==> src/rtl/pge_pkg.sv <==
package pge_pkg;

  localparam int MAX_WIDTH  = 64;
  localparam int MAX_HEIGHT = 64;
  localparam int LANES      = 4;
  localparam int MAX_KERNEL = 8;

  localparam int XW    = $clog2(MAX_WIDTH);
  localparam int YW    = $clog2(MAX_HEIGHT);
  localparam int AW    = XW + YW;
  localparam int DEPTH = MAX_WIDTH * MAX_HEIGHT;
  localparam int KW    = $clog2(MAX_KERNEL);
  localparam int VW    = 16;
  localparam int GW    = 24;
  localparam int ACC_MAX = 8388607;
  localparam int ACC_MIN = -8388608;

  typedef enum logic [1:0] {
    CMD_LOAD = 2'd0,
    CMD_MAX  = 2'd1,
    CMD_AVG  = 2'd2,
    CMD_READ = 2'd3
  } cmd_t;

  localparam logic [3:0] REG_IN_WIDTH  = 4'd0;
  localparam logic [3:0] REG_IN_HEIGHT = 4'd1;
  localparam logic [3:0] REG_KERNEL_W  = 4'd2;
  localparam logic [3:0] REG_KERNEL_H  = 4'd3;
  localparam logic [3:0] REG_STRIDE_W  = 4'd4;
  localparam logic [3:0] REG_STRIDE_H  = 4'd5;
  localparam logic [3:0] REG_PAD_W     = 4'd6;
  localparam logic [3:0] REG_PAD_H     = 4'd7;

  // Control from the sequencer to every lane for one window access.
  typedef struct packed {
    logic          rd;       // read the element at addr
    logic          wr_load;  // store forward value, clear gradient
    logic          acc;      // accumulate the addressed element
    logic          is_max;   // max rule: first element >= pooled max
    logic          first;    // first window element of this item
    logic [AW-1:0] addr;
  } lane_ctl_t;

  function automatic logic signed [GW-1:0] sat_add(input logic signed [GW-1:0] a,
                                                   input logic signed [GW-1:0] b);
    logic signed [GW:0] s;
    s = {a[GW-1], a} + {b[GW-1], b};
    if (s > (GW+1)'(ACC_MAX)) return GW'(ACC_MAX);
    if (s < (GW+1)'(ACC_MIN)) return GW'(ACC_MIN);
    return s[GW-1:0];
  endfunction

endpackage

==> src/rtl/pge_div.sv <==
// Restoring divider: |diff| / area, one quotient bit per cycle, sign fixed at the end.
module pge_div import pge_pkg::*; (
  input  logic                  clk,
  input  logic                  rst_n,
  input  logic                  start,
  input  logic signed [VW-1:0]  dividend,
  input  logic [2*KW:0]         divisor,
  output logic                  busy,
  output logic signed [VW-1:0]  quotient
);
  localparam int DW = 2*KW + 1;
  localparam int CW = $clog2(VW + 1);

  logic [VW-1:0] q_r, q_nxt;
  logic [DW-1:0] rem_r, rem_nxt;
  logic [DW-1:0] dvs_r, dvs_nxt;
  logic          neg_r, neg_nxt;
  logic [CW-1:0] cnt_r, cnt_nxt;
  logic [DW:0]   trial;

  always_comb begin
    q_nxt   = q_r;
    rem_nxt = rem_r;
    dvs_nxt = dvs_r;
    neg_nxt = neg_r;
    cnt_nxt = cnt_r;
    trial   = {rem_r, q_r[VW-1]};
    if (start) begin
      q_nxt   = dividend[VW-1] ? VW'(-dividend) : dividend;
      rem_nxt = '0;
      dvs_nxt = divisor;
      neg_nxt = dividend[VW-1];
      cnt_nxt = CW'(VW);
    end else if (cnt_r != '0) begin
      if (trial >= {1'b0, dvs_r}) begin
        rem_nxt = DW'(trial - {1'b0, dvs_r});
        q_nxt   = {q_r[VW-2:0], 1'b1};
      end else begin
        rem_nxt = trial[DW-1:0];
        q_nxt   = {q_r[VW-2:0], 1'b0};
      end
      cnt_nxt = cnt_r - 1'b1;
    end
  end

  always_ff @(posedge clk) begin
    q_r   <= q_nxt;
    rem_r <= rem_nxt;
    dvs_r <= dvs_nxt;
    neg_r <= neg_nxt;
    if (!rst_n) cnt_r <= '0;
    else        cnt_r <= cnt_nxt;
  end

  assign busy     = (cnt_r != '0);
  assign quotient = neg_r ? VW'(-q_r) : q_r;
endmodule

==> config.mk <==
export PLATFORM = sky130hd
export DESIGN_NAME = pge_div
export DESIGN_NICKNAME = d
export VERILOG_FILES = /design/src/rtl/pge_pkg.sv /design/src/rtl/pge_div.sv
export SDC_FILE = /design/constraint.sdc
export NUM_CORES = 1
export LEC_CHECK = 0
export BUFFER_PORTS_ARGS = -buffer_cell sky130_fd_sc_hd__buf_4
export CORE_AREA = 2 2 76 78
export DETAILED_ROUTE_END_ITERATION = 8
export DIE_AREA = 0 0 78 80
export GPL_TIMING_DRIVEN = 0
export HOLD_SLACK_MARGIN = 0.08
export PLACE_DENSITY = 0.76
export SYNTH_ARGS = -nofsm -noshare
export SYNTH_HDL_FRONTEND = slang
export SYNTH_SLANG_ARGS = --single-unit
==> constraint.sdc <==
create_clock -name clk -period 2.55 [get_ports clk]
set_input_delay 0.1275 -clock clk [delete_from_list [all_inputs] [get_ports clk]]
set_output_delay 0.1275 -clock clk [all_outputs]
set_load 0.05 [all_outputs]
### Yosys cells after proc, flatten, opt, wreduce, memory -nomap -nowiden

Index checks and enable logic that the tools add are counted.

| operators by class | value |
|---|---|
| add/subtract/negate cells | 4 |
| multiply operators | 0 |
| div/mod/pow operators | 0 |
| order comparisons | 1 |
| equality and inequality tests | 0 |
| shift operators | 0 |
| mux-type cells | 8 |
| bitwise gates (word level) | 1 |
| reductions and logical operators | 3 |

Operators by type and width:

| operator | number |
|---|---|
| $mux W16 | 4 |
| $neg A16 Y16 | 2 |
| $mux W5 | 2 |
| $ge A8 B7 Y1 | 1 |
| $mux W7 | 1 |
| $sub A7 B7 Y7 | 1 |
| $reduce_bool A5 Y1 | 1 |
| $sub A5 B1 Y5 const B | 1 |
| $reduce_bool A2 Y1 | 1 |
| $reduce_or A2 Y1 | 1 |
| $mux W1 | 1 |
| $not A1 Y1 | 1 |

| word-level totals | value |
|---|---|
| register bits | 36 |
| latch bits | 0 |
| memory bits (writable) | 0 |
| memory bits (read-only) | 0 |
| bits of input ports | 26 |
| output and inout bits | 17 |
| word-level logic and storage cells | 23 |
| memories | 0 |

### Logic depth before layout (Yosys ltp)

Gate-level depths: netlist of the first run.

| logic depth | value |
|---|---|
| depth in word-level cells | 4 |
| depth in mapped cells | 9 |
| mapped depth without buffers | 8 |

### Least setup slack after synthesis of the first run

OpenSTA, ideal clock, no wires.

| timing path | value |
|---|---|
| path kind | register to output |
| start point | register q_r[5] |
| end point | output port quotient[13] |
| arrival | 2133 ps |
| required time | 2423 ps |
| path slack | 290 ps |
| cell stages (with the launch flop) | 6 |
| buffers on the path | 0 |
| cell sequence | edfxtp_1 -> or3_4 -> or3_4 -> or2_4 -> o41ai_4 -> xnor2_1 |

| between the ends | value |
|---|---|
| word-level cells in the longest chain between the ends | 2 |

Ends and longest elaborated chain:

| what | RTL line | text |
|---|---|---|
| start: declaration | pge_div.sv:14 | `logic [VW-1:0] q_r, q_nxt;` |
| start signal: assignment | pge_div.sv:47 | `q_r <= q_nxt;` |
| $neg A16 Y16 | pge_div.sv:56 | `assign quotient = neg_r ? VW'(-q_r) : q_r;` |
| $mux W16 | pge_div.sv:56 |  |
| end: declaration | pge_div.sv:9 | `output logic signed [VW-1:0] quotient` |

Every way passes these cells.

### Final worst setup path of the first run

| timing path | value |
|---|---|
| start point | register q_r[4] |
| end point | output port quotient[13] |

The elaborated chain is that of the path after synthesis.

==> summary.md, run 1 <==
| Metric | Value |
|---|---|
| Outcome | `complete, no violations` |
| Diodes inserted | `0` |
| 1st-pass router iterations | `4` |
| Clock Latency Late Sink | `0.29 ns` |
| Highest clock rate | `400.9 MHz` |
| Post-synth top area share | `30.09%` |
| Number of gates resized after cts | `0` |
| Reg2Reg Depth | `9` |
| Global-route wire length before repair | `8797 µm` |
| Final hold violations | `0` |
| Final GP Congestion | `0.7229` |
| CP Capture Type | `output pin` |
| Net Sw Frac | `43.61%` |
| Fin cells | `392` |
| Syn nets | `296` |
| Max-slew violations | `0` |
| CP Depth | `6` |
| Peak VDD IR | `0.4095 mV` |
| Sequential Power Share | `34.2%` |
| Leakage | `1.206 nW` |
| Die area | `6240 µm²` |
| Sw Pwr | `1.148 mW` |
| DR vias/cell | `5.222` |
| Mapped Area | `2395 µm²` |
| CTS tree | `built` |
| Core area | `5405 µm²` |
| HPWL after DPL | `4001 µm` |
| Synth-to-layout area growth | `24.87%` |
| FF-to-FF End | `rem_r[5]` |
| Number of buffers inserted during clock tree synthesis | `5` |
| Register-to-Register Setup Slack | `0.16 ns` |
| Antenna viol nets, final | `0` |
| Worst path slowest cell | `edfxtp_1` |
| Clk network pwr share | `14.5%` |
| PwrDens | `880.6 nW/µm²` |
| Max Cap Viol | `0` |
| Sequential area share after synthesis | `40.13%` |
| Critical path buffer and inverter count | `1` |
| Synthesis Warnings | `0` |
| Combinational power share | `51.3%` |
| Crit start category | `register` |
| Post-Syn Area per Cell | `9.246 µm²` |
| Post-synth EDFFs | `24` |
| Unique masters post-synth | `42` |
| HP Class | `input port to register` |
| Finish-stage setup viols | `0` |
| Clk slew on worst S/H paths | `0.07 ns` |
| Clk sinks | `36` |
| Critical-path cell list | `or3_4 > or3_4 > or2_4 > o41ai_4 > xnor2_1 > buf_4` |
| Root Buffer | `clkbuf_8` |
| Critical path origin | `q_r[4]` |
| Critical path arrival | `2.37 ns` |
| Drt drc | `0` |
| Initial core utilization | `44.31%` |
| Total GRT Usage | `17.80%` |
| Worst slew margin | `54.74%` |
| Worst slew pin tran | `0.6789 ns` |
| Layout Skew | `0.007436 ns` |
| GRT Residual Overflow | `0` |
| Via count | `2047` |
| Clk buf depth | `2` |
| CTS HTree Levels | `2` |
| Finished Core Util | `55.32%` |
| WL/cell | `13.64 µm` |
| Total wire length | `5348 µm` |
| Crit-path max cell delay | `0.45 ns` |
| Initial DRC Count | `101` |
| Nets | `357` |
| Async SR Flop Fraction | `0%` |
| RR Startpoint | `q_r[15]` |
| Synth top area cells | `edfxtp_1 30%, dfxtp_1 10%, xnor2_1 6.9%` |
| Synth Flop Type | `edfxtp_1` |
| CP Class | `register to output pin` |
| Row cnt | `27` |
| CP Max Fanout | `4` |
| Dpl cells | `373` |
| Most used cell, CP | `or3_4` |
| Pin count of the biggest net entering global routing | `17` |
| Fin crit share | `97.83%` |
| I/O Buffers | `42` |
| Post-layout min period | `2.495 ns` |
| Die Width | `78 µm` |
| Yosys reg bits | `36` |
| Mapped Cells | `259` |
| Antenna violations before repair | `0` |
| Critical path required time | `2.42 ns` |
| Vias in the first global route | `1925` |
| Synth area leader | `edfxtp_1` |
| Pint | `1.485 mW` |
| IO Count | `43` |
| Critical Path End | `quotient[13]` |
| Layout cell share with drive strength beyond 1 | `19.38%` |
| CP top delay family | `simple AND/OR/NAND/NOR gates` |
| Die height | `80 µm` |
[synth_stat cells, types with 2 or more instances]
| cell type | count |
|---|---|
| a311oi_1 | 2 |
| nand2b_1 | 10 |
| mux2i_1 | 7 |
| buf_1 | 2 |
| o41ai_1 | 4 |
| nor2_1 | 34 |
| nor4_1 | 3 |
| or3_1 | 3 |
| ha_1 | 10 |
| edfxtp_1 | 24 |
| or3_4 | 3 |
| o21ai_0 | 12 |
| a21oi_1 | 20 |
| nor2b_1 | 3 |
| nor3_1 | 7 |
| o31ai_1 | 5 |
| dfxtp_1 | 12 |
| a211oi_1 | 6 |
| inv_1 | 17 |
| nand2_1 | 16 |
| xor2_1 | 14 |
| clkbuf_1 | 7 |
| xnor2_1 | 19 |
[cells by family (layout without fill, tap and decap cells)]
family / count (synthesis) / after routing / share of synthesized area (%)
and+or+nand+nor: 87 / 87 / 18.23
DFF: 36 / 36 / 40.13
AOI/OAI and AO/OA: 56 / 56 / 15.52
adders and majority gates: 11 / 11 / 6.061
muxes: 8 / 8 / 3.396
buffers and inverters: 28 / 89 / 4.598
xor gates and xnor gates: 33 / 33 / 12.07
[layout by cell type (no fill, tap or decap), drive strengths merged, types with 2 or more instances in the layout]
cell	count
xnor2	19
a311oi	2
o31ai	5
dlygate4sd3	9
buf	49
inv	17
nand2	16
nand2b	10
a211oi	6
xor2	14
edfxtp	24
mux2i	7
or3	6
or2	2
clkbuf	13
nor3	7
o21ai	12
nor4	3
ha	10
o41ai	5
a21oi	20
or4	2
dfxtp	12
nor2b	3
nor2	34
[worst reg2reg max path: stages (launching register included)]
cell	delay, ns
edfxtp_1	0.39
inv_1	0.08
ha_1	0.22
fa_1	0.40
nand2b_1	0.20
a211oi_1	0.22
nor3_1	0.09
buf_2	0.21
a31o_2	0.24
a311oi_1	0.25
[through the flow]
stage	hold slack [ns]	total power, mW	setup slack, ns	instance area (µm²)	TNS [ns]
5_1_grt	0.1404	2.798	-0.01225	2990	-0.02389
4_1_cts	0.1327	2.622	0.04601	2968	0
3_3_place_gp	0.3055	2.189	0.2554	2800	0
6_report	0.1332	2.633	0.05536	2990	0
3_5_place_dp	0.3071	2.221	0.1772	2800	0
2_1_floorplan	0.2264	1.882	0.2897	2395	0
[registers in the layout, indices dropped and copies added, names as in the netlist]
register and count:
cnt_r 5, dvs_r 7, neg_r 1, q_r 16
rem_r 7
[worst min-delay path by stage]
| stage | slack (ns) | cells past startpoint | start | end |
|---|---|---|---|---|
| floorplan | 0.23 | 0 | divisor[0] | dvs_r[0] |
| CTS | 0.13 | 1 | start | neg_r |
| finish | 0.13 | 1 | start | dvs_r[6] |
| global placement | 0.31 | 1 | divisor[3] | dvs_r[3] |
| global route | 0.14 | 1 | start | neg_r |
| detailed placement | 0.31 | 1 | divisor[6] | dvs_r[6] |
[repair_timing]
item                                    4_1_cts  5_1_grt
setup buffers                                 0        3
hold buffers                                  9        0
hold endpoints to repair                      9        0
endpoints found under the setup margin        0        3
[layout make-up]
cell class	count	area [µm²]
fill	496	2415
multi-input combinational	195	1324
sequential	36	960.9
timing repair buffer	54	427.9
tap	72	90.09
clock buffer	6	72.57
inverter	17	63.81
buffer	11	46.29
clock inverter	1	5.005
[per-layer routing]
layer,GRT usage [%],up-vias,routed length (µm)
met1,21.41,949,2334
met3,2.941,8,254
met4,4.737,0,59
met5,0,-,0
li1,-,1035,-
met2,32.84,55,2700
[power groups by stage]
stage / Clock (mW) / Sequential (mW) / Combinational (mW)
final: 0.383 / 0.899 / 1.35
after CTS: 0.389 / 0.899 / 1.33
after global placement: 0 / 0.905 / 1.28
after detailed placement: 0 / 0.910 / 1.31
after global routing: 0.411 / 0.917 / 1.47
after floorplan: 0 / 0.870 / 1.01
Note: power is estimated with default switching activity, not from simulation.
==> run 2: changes to the inputs <==
--- a/config.mk
+++ b/config.mk
@@ -6,12 +6,12 @@
 export NUM_CORES = 1
 export LEC_CHECK = 0
 export BUFFER_PORTS_ARGS = -buffer_cell sky130_fd_sc_hd__buf_4
-export CORE_AREA = 2 2 76 78
+export CORE_AREA = 2 2 94 96
 export DETAILED_ROUTE_END_ITERATION = 8
-export DIE_AREA = 0 0 78 80
+export DIE_AREA = 0 0 96 98
 export GPL_TIMING_DRIVEN = 0
 export HOLD_SLACK_MARGIN = 0.08
-export PLACE_DENSITY = 0.76
+export PLACE_DENSITY = 0.57
 export SYNTH_ARGS = -nofsm -noshare
 export SYNTH_HDL_FRONTEND = slang
 export SYNTH_SLANG_ARGS = --single-unit
==> summary.md, run 2 (same netlist as run 1, synthesis figures left out) <==
| Metric | Value |
|---|---|
| Outcome | `complete, no violations` |
| Post-layout min period | `2.530 ns (+0.03524 ns)` |
| Critical path required time | `2.42 ns (about the same)` |
| HPWL after DPL | `4170 µm (+4.2%)` |
| Leakage | `1.232 nW (+2.1%)` |
| GRT Residual Overflow | `0 (unchanged)` |
| Root Buffer | `clkbuf_8` |
| Multi-input logic area | `1324 µm² (unchanged)` |
| WHS | `0.1431 ns (+0.009823 ns)` |
| Max Cap Viol | `0 (unchanged)` |
| Clk slew on worst S/H paths | `0.08 ns (about the same)` |
| Final GP Congestion | `0.7825 (+8.2%)` |
| Vias in the first global route | `1915 (-0.52%)` |
| Critical path buffer and inverter count | `1 (unchanged)` |
| Layout cell share with drive strength beyond 1 | `20.92% (+1.5 points)` |
| Largest register FFs | `16 (unchanged)` |
| Max-slew violations | `0 (unchanged)` |
| CP Class | `register to output pin` |
| Sequential Area | `960.9 µm² (unchanged)` |
| Initial core utilization | `28.29% (-16 points)` |
| I/O Buffers | `42 (unchanged)` |
| CTS tree | `built` |
| Crit start category | `register` |
| CP top delay family | `simple AND/OR/NAND/NOR gates` |
| Clk network pwr share | `15.6% (+1.1 points)` |
| Final instance area | `3075 µm² (+2.8%)` |
| Worst slew margin | `54.66% (-0.080 points)` |
| Worst slew pin tran | `0.6801 ns (+0.001195 ns)` |
| Core area | `8466 µm² (+57%)` |
| Filler cells | `877 (+77%)` |
| Initial DRC Count | `36 (-64%)` |
| Total wire length | `5518 µm (+3.2%)` |
| Die Width | `96 µm (+23%)` |
| IO Count | `43 (unchanged)` |
| Die area | `9408 µm² (+51%)` |
| Sw Pwr | `1.174 mW (+2.2%)` |
| DR vias/cell | `4.684 (-10%)` |
| Layout Skew | `0.008165 ns (+0.0007289 ns)` |
| Crit-path max cell delay | `0.45 ns (about the same)` |
| Global-route wire length before repair | `9128 µm (+3.8%)` |
| Row cnt | `34 (+26%)` |
| RSZ-0062 raised after global routing | `yes` |
| PwrDens | `870.4 nW/µm² (-1.2%)` |
| Diodes inserted | `0 (unchanged)` |
| Dpl cells | `409 (+9.7%)` |
| Worst path slowest cell | `edfxtp_1` |
| Antenna violations before repair | `0 (unchanged)` |
| Most used cell, CP | `or3_4` |
| Pint | `1.503 mW (+1.2%)` |
| Register with the most flip-flops | `q_r` |
| Number of buffers inserted during clock tree synthesis | `5 (unchanged)` |
| Fin crit share | `99.21% (+1.4 points)` |
| Placement Cell Area | `2845 µm² (+1.6%)` |
| Total power | `2.677 mW (+1.7%)` |
| Finished Core Util | `36.33% (-19 points)` |
| Drt drc | `0 (unchanged)` |
| CP Capture Type | `output pin` |
| Pin count of the biggest net entering global routing | `17 (unchanged)` |
| Nets | `361 (+1.1%)` |
| Sequential Power Share | `33.4% (-0.8 points)` |
| Clock Latency Late Sink | `0.30 ns (about the same)` |
| Final hold violations | `0 (unchanged)` |
| Clk sinks | `36 (unchanged)` |
| Combinational power share | `50.9% (-0.4 points)` |
| CTS HTree Levels | `2 (unchanged)` |
| Total GRT Usage | `12.26% (-5.5 points)` |
| Via count | `2028 (-0.93%)` |
| WL/cell | `12.74 µm (-6.6%)` |
| Die height | `98 µm (+23%)` |
| Peak VDD IR | `0.2892 mV (-29%)` |
| 1st-pass router iterations | `4 (unchanged)` |
| CP Max Fanout | `4 (unchanged)` |
| Net Sw Frac | `43.86% (+0.25 points)` |
| Most common cell after layout, fill and taps aside | `buf_4` |
| Highest clock rate | `395.3 MHz (-1.4%)` |
| Clk buf depth | `2 (unchanged)` |
| Most frequent cells in the layout | `50 x buf_4, 34 x nor2_1, 24 x edfxtp_1, 20 x a21oi_1, 19 x xnor2_1` |
| Synth-to-layout area growth | `28.42%` |
| Critical-path cell list | `or3_4 > or3_4 > or2_4 > o41ai_4 > xnor2_1 > buf_4` |
| Finish-stage setup viols | `0 (unchanged)` |
| HP Class | `input port to register` |
| Critical path arrival | `2.40 ns (+0.03 ns)` |
| Largest regs | `q_r (16), dvs_r (7), rem_r (7)` |
| Antenna viol nets, final | `0 (unchanged)` |
| Fin cells | `433 (+10%)` |
## run 2: cell types whose count changed in the layout (fill, tap and decap cells not counted), sizes merged
cell,before,now
clkinv,1,3
buf,49,53
clkbuf,13,12
## run 2: worst paths after layout
path | startpoint | to | slack (ns) | depth (start not counted)
max | q_r[4] | quotient[13] | 0.02 | 6
min | start | neg_r | 0.14 | 1
max reg2reg | q_r[15] | rem_r[5] | 0.20 | 9
min reg2reg | rem_r[6] | rem_r[6] | 0.51 | 2
## run 2: repair_timing
item / in CTS / in global routing
hold endpoints to repair: 9 / 0
endpoints found under the setup margin: 0 / 4
resized for setup: 0 / 1
setup buffers: 0 / 7
hold buffers: 9 / 0
## run 2: metal layers
layer / routed length, µm / GRT usage (%) / up-vias
li1: - / - / 1051
met1: 2585 / 16.24 / 933
met2: 2654 / 19.82 / 42
met3: 258 / 3.472 / 2
met4: 19 / 2.637 / 0
met5: 0 / 0 / -
## run 2: area by class of cell
| type | count | area share [%] |
|---|---|---|
| Buffer | 11 | 1.505 |
| Timing Repair Buffer | 58 | 14.89 |
| Multi-Input combinational cell | 195 | 43.04 |
| Clock buffer | 5 | 2.238 |
| Sequential cell | 36 | 31.24 |
| Inverter | 17 | 2.075 |
| Clock inverter | 3 | 0.6103 |
| Tap cell | 108 | 4.394 |
## run 2: stage by stage
| stage | setup WS, ns | setup TNS [ns] |
|---|---|---|
| after floorplan | 0.2897 | 0 |
| after CTS | 0.006741 | 0 |
| final | 0.02012 | 0 |
| after global routing | -0.1203 | -0.1839 |
| after detailed placement | 0.1487 | 0 |
| after global placement | 0.1945 | 0 |
## run 2: power groups by stage
| stage | combinational, mW | clock (mW) | sequential (mW) |
|---|---|---|---|
| after global placement | 1.30 | 0 | 0.908 |
| after detailed placement | 1.32 | 0 | 0.912 |
| after global routing | 1.50 | 0.457 | 0.912 |
| after CTS | 1.34 | 0.432 | 0.900 |
| after floorplan | 1.01 | 0 | 0.870 |
| final | 1.36 | 0.418 | 0.895 |
==> run 3: changes to the inputs <==
--- a/config.mk
+++ b/config.mk
@@ -6,9 +6,9 @@
 export NUM_CORES = 1
 export LEC_CHECK = 0
 export BUFFER_PORTS_ARGS = -buffer_cell sky130_fd_sc_hd__buf_4
-export CORE_AREA = 2 2 94 96
+export CORE_AREA = 4 4 96 98
 export DETAILED_ROUTE_END_ITERATION = 8
-export DIE_AREA = 0 0 96 98
+export DIE_AREA = 0 0 100 102
 export GPL_TIMING_DRIVEN = 0
 export HOLD_SLACK_MARGIN = 0.08
 export PLACE_DENSITY = 0.57
==> summary.md, run 3 (same netlist as run 1, synthesis figures left out) <==
| Metric | Value |
|---|---|
| Critical path required time | `2.42 ns (about the same)` |
| Drt drc | `0 (unchanged)` |
| CTS HTree Levels | `2 (unchanged)` |
| CTS tree | `built` |
| HP Class | `input port to register` |
| Reg2Reg Depth | `9 (unchanged)` |
| GRT Residual Overflow | `0 (unchanged)` |
| Peak VDD IR | `0.3257 mV (+13%)` |
| PwrDens | `865.9 nW/µm² (-0.52%)` |
| Clock Latency Late Sink | `0.29 ns (about the same)` |
| Die height | `102 µm (+4.1%)` |
| Core area | `8466 µm² (unchanged)` |
| Max-slew violations | `0 (unchanged)` |
| Filler cells | `869 (-0.91%)` |
| Fin cells | `433 (unchanged)` |
| Outcome | `complete, no violations` |
| Largest regs | `q_r (16), dvs_r (7), rem_r (7)` |
| Die Width | `100 µm (+4.2%)` |
| RSZ-0062 raised after global routing | `yes` |
| Sequential Area | `960.9 µm² (unchanged)` |
| CP Max Fanout | `4 (unchanged)` |
| Critical path arrival | `2.38 ns (-0.02 ns)` |
| Nets | `361 (unchanged)` |
| Finished Core Util | `36.28% (-0.044 points)` |
| Worst slew margin | `53.73% (-0.93 points)` |
| DR vias/cell | `4.695 (+0.25%)` |
| Via count | `2033 (+0.25%)` |
| Total GRT Usage | `11.02% (-1.2 points)` |
| Most common cell after layout, fill and taps aside | `buf_4` |
| Row cnt | `34 (unchanged)` |
| Clk slew on worst S/H paths | `0.08 ns (about the same)` |
| Dpl cells | `409 (unchanged)` |
| Highest clock rate | `399.2 MHz (+1.0%)` |
| Register with the most flip-flops | `q_r` |
| WL/cell | `12.77 µm (+0.22%)` |
| Layout Skew | `0.01066 ns (+0.002492 ns)` |
| CP Capture Type | `output pin` |
| Initial DRC Count | `109 (+200%)` |
| I/O Buffers | `42 (unchanged)` |
| Root Buffer | `clkbuf_8` |
| Initial core utilization | `28.29% (unchanged)` |
| HPWL after DPL | `4213 µm (+1.0%)` |
| Crit start category | `register` |
| Pint | `1.504 mW (about the same)` |
| Antenna viol nets, final | `0 (unchanged)` |
| Post-layout min period | `2.505 ns (-0.02518 ns)` |
| Worst slew pin tran | `0.6940 ns (+0.01390 ns)` |
| Sequential Power Share | `33.6% (+0.2 points)` |
| Global-route wire length before repair | `9052 µm (-0.83%)` |
| Net Sw Frac | `43.46% (-0.40 points)` |
| Fin crit share | `98.22% (-0.99 points)` |
| Number of buffers inserted during clock tree synthesis | `5 (unchanged)` |
| Pin count of the biggest net entering global routing | `17 (unchanged)` |
| Antenna violations before repair | `0 (unchanged)` |
| Layout cell share with drive strength beyond 1 | `20.31% (-0.62 points)` |
| Die area | `10200 µm² (+8.4%)` |
| Clk sinks | `36 (unchanged)` |
| Diodes inserted | `0 (unchanged)` |
| Most frequent cells in the layout | `50 x buf_4, 34 x nor2_1, 24 x edfxtp_1, 20 x a21oi_1, 19 x xnor2_1` |
| Clk buf depth | `2 (unchanged)` |
| Final GP Congestion | `0.7825 (unchanged)` |
| Clk network pwr share | `15.0% (-0.6 points)` |
| Vias in the first global route | `1893 (-1.1%)` |
| Max Cap Viol | `0 (unchanged)` |
| Finish-stage setup viols | `0 (unchanged)` |
| 1st-pass router iterations | `4 (unchanged)` |
| Combinational power share | `51.4% (+0.5 points)` |
| Largest register FFs | `16 (unchanged)` |
| Register-to-Register Setup Slack | `0.22 ns (+0.02 ns)` |
| Sw Pwr | `1.156 mW (-1.5%)` |
| IO Count | `43 (unchanged)` |
| CP Class | `register to output pin` |
| Leakage | `1.223 nW (-0.71%)` |
| Synth-to-layout area growth | `28.27%` |
| Multi-input logic area | `1324 µm² (unchanged)` |
| Final hold violations | `0 (unchanged)` |
| Hold depth | `1 (unchanged)` |
| Total wire length | `5530 µm (+0.22%)` |
[run 3: cell count changes in the layout (fill, tap and decap cells not counted), sizes merged]
cell      delta
clkinv       -2
clkbuf       +1
clkinvlp     +1
[run 3: per-layer routing]
metal | vias to the layer above | routed length [µm] | global-route usage [%]
met1 | 932 | 2593 | 14.12
li1 | 1045 | - | -
met3 | 5 | 294 | 2.184
met5 | - | 0 | 0
met2 | 51 | 2596 | 18.98
met4 | 0 | 45 | 3.109
[run 3: layout make-up]
class	instances	share of cell area (%)
Multi-Input combinational cell	195	43.10
Sequential cell	36	31.28
Timing Repair Buffer	58	14.91
Tap cell	108	4.399
Clock buffer	6	2.363
Inverter	17	2.077
Buffer	11	1.507
Clock inverter	2	0.3666
[run 3: worst paths after layout]
| check | end | start |
|---|---|---|
| worst max-delay path | quotient[13] | q_r[5] |
| worst min-delay path | dvs_r[6] | start |
| worst max register to register | rem_r[5] | q_r[15] |
| worst min register to register | rem_r[6] | rem_r[6] |
[run 3: what timing repair did]
item	CTS	global route
endpoints found under the setup margin	0	5
gates resized for setup	0	1
hold buffers	9	0
endpoints found under the hold margin	9	0
setup buffers	0	7
[run 3: through the flow]
stage | hold WS, ns | setup slack (ns) | instance area (µm²) | TNS (ns) | power (mW)
after floorplan | 0.2264 | 0.2897 | 2395 | 0 | 1.882
after global placement | 0.3058 | 0.1977 | 2845 | 0 | 2.214
after detailed placement | 0.3070 | 0.1896 | 2845 | 0 | 2.233
after CTS | 0.1402 | 0.01148 | 3019 | 0 | 2.650
after global routing | 0.1380 | -0.03919 | 3072 | -0.05804 | 2.854
final | 0.1478 | 0.04530 | 3072 | 0 | 2.660
[run 3: worst max-delay path, cell delays in order (launching register included)]
cell and delay, ns:
edfxtp_1 0.42, or3_4 0.42, or3_4 0.39, or2_4 0.26
o41ai_4 0.22, xnor2_1 0.16, buf_4 0.22
[run 3: power by group through the flow]
stage / logic (mW) / registers (mW) / clock network (mW)
after floorplan: 1.01 / 0.870 / 0
after global placement: 1.30 / 0.910 / 0
after detailed placement: 1.32 / 0.912 / 0
after CTS: 1.34 / 0.899 / 0.415
after global routing: 1.50 / 0.911 / 0.440
final: 1.37 / 0.894 / 0.399
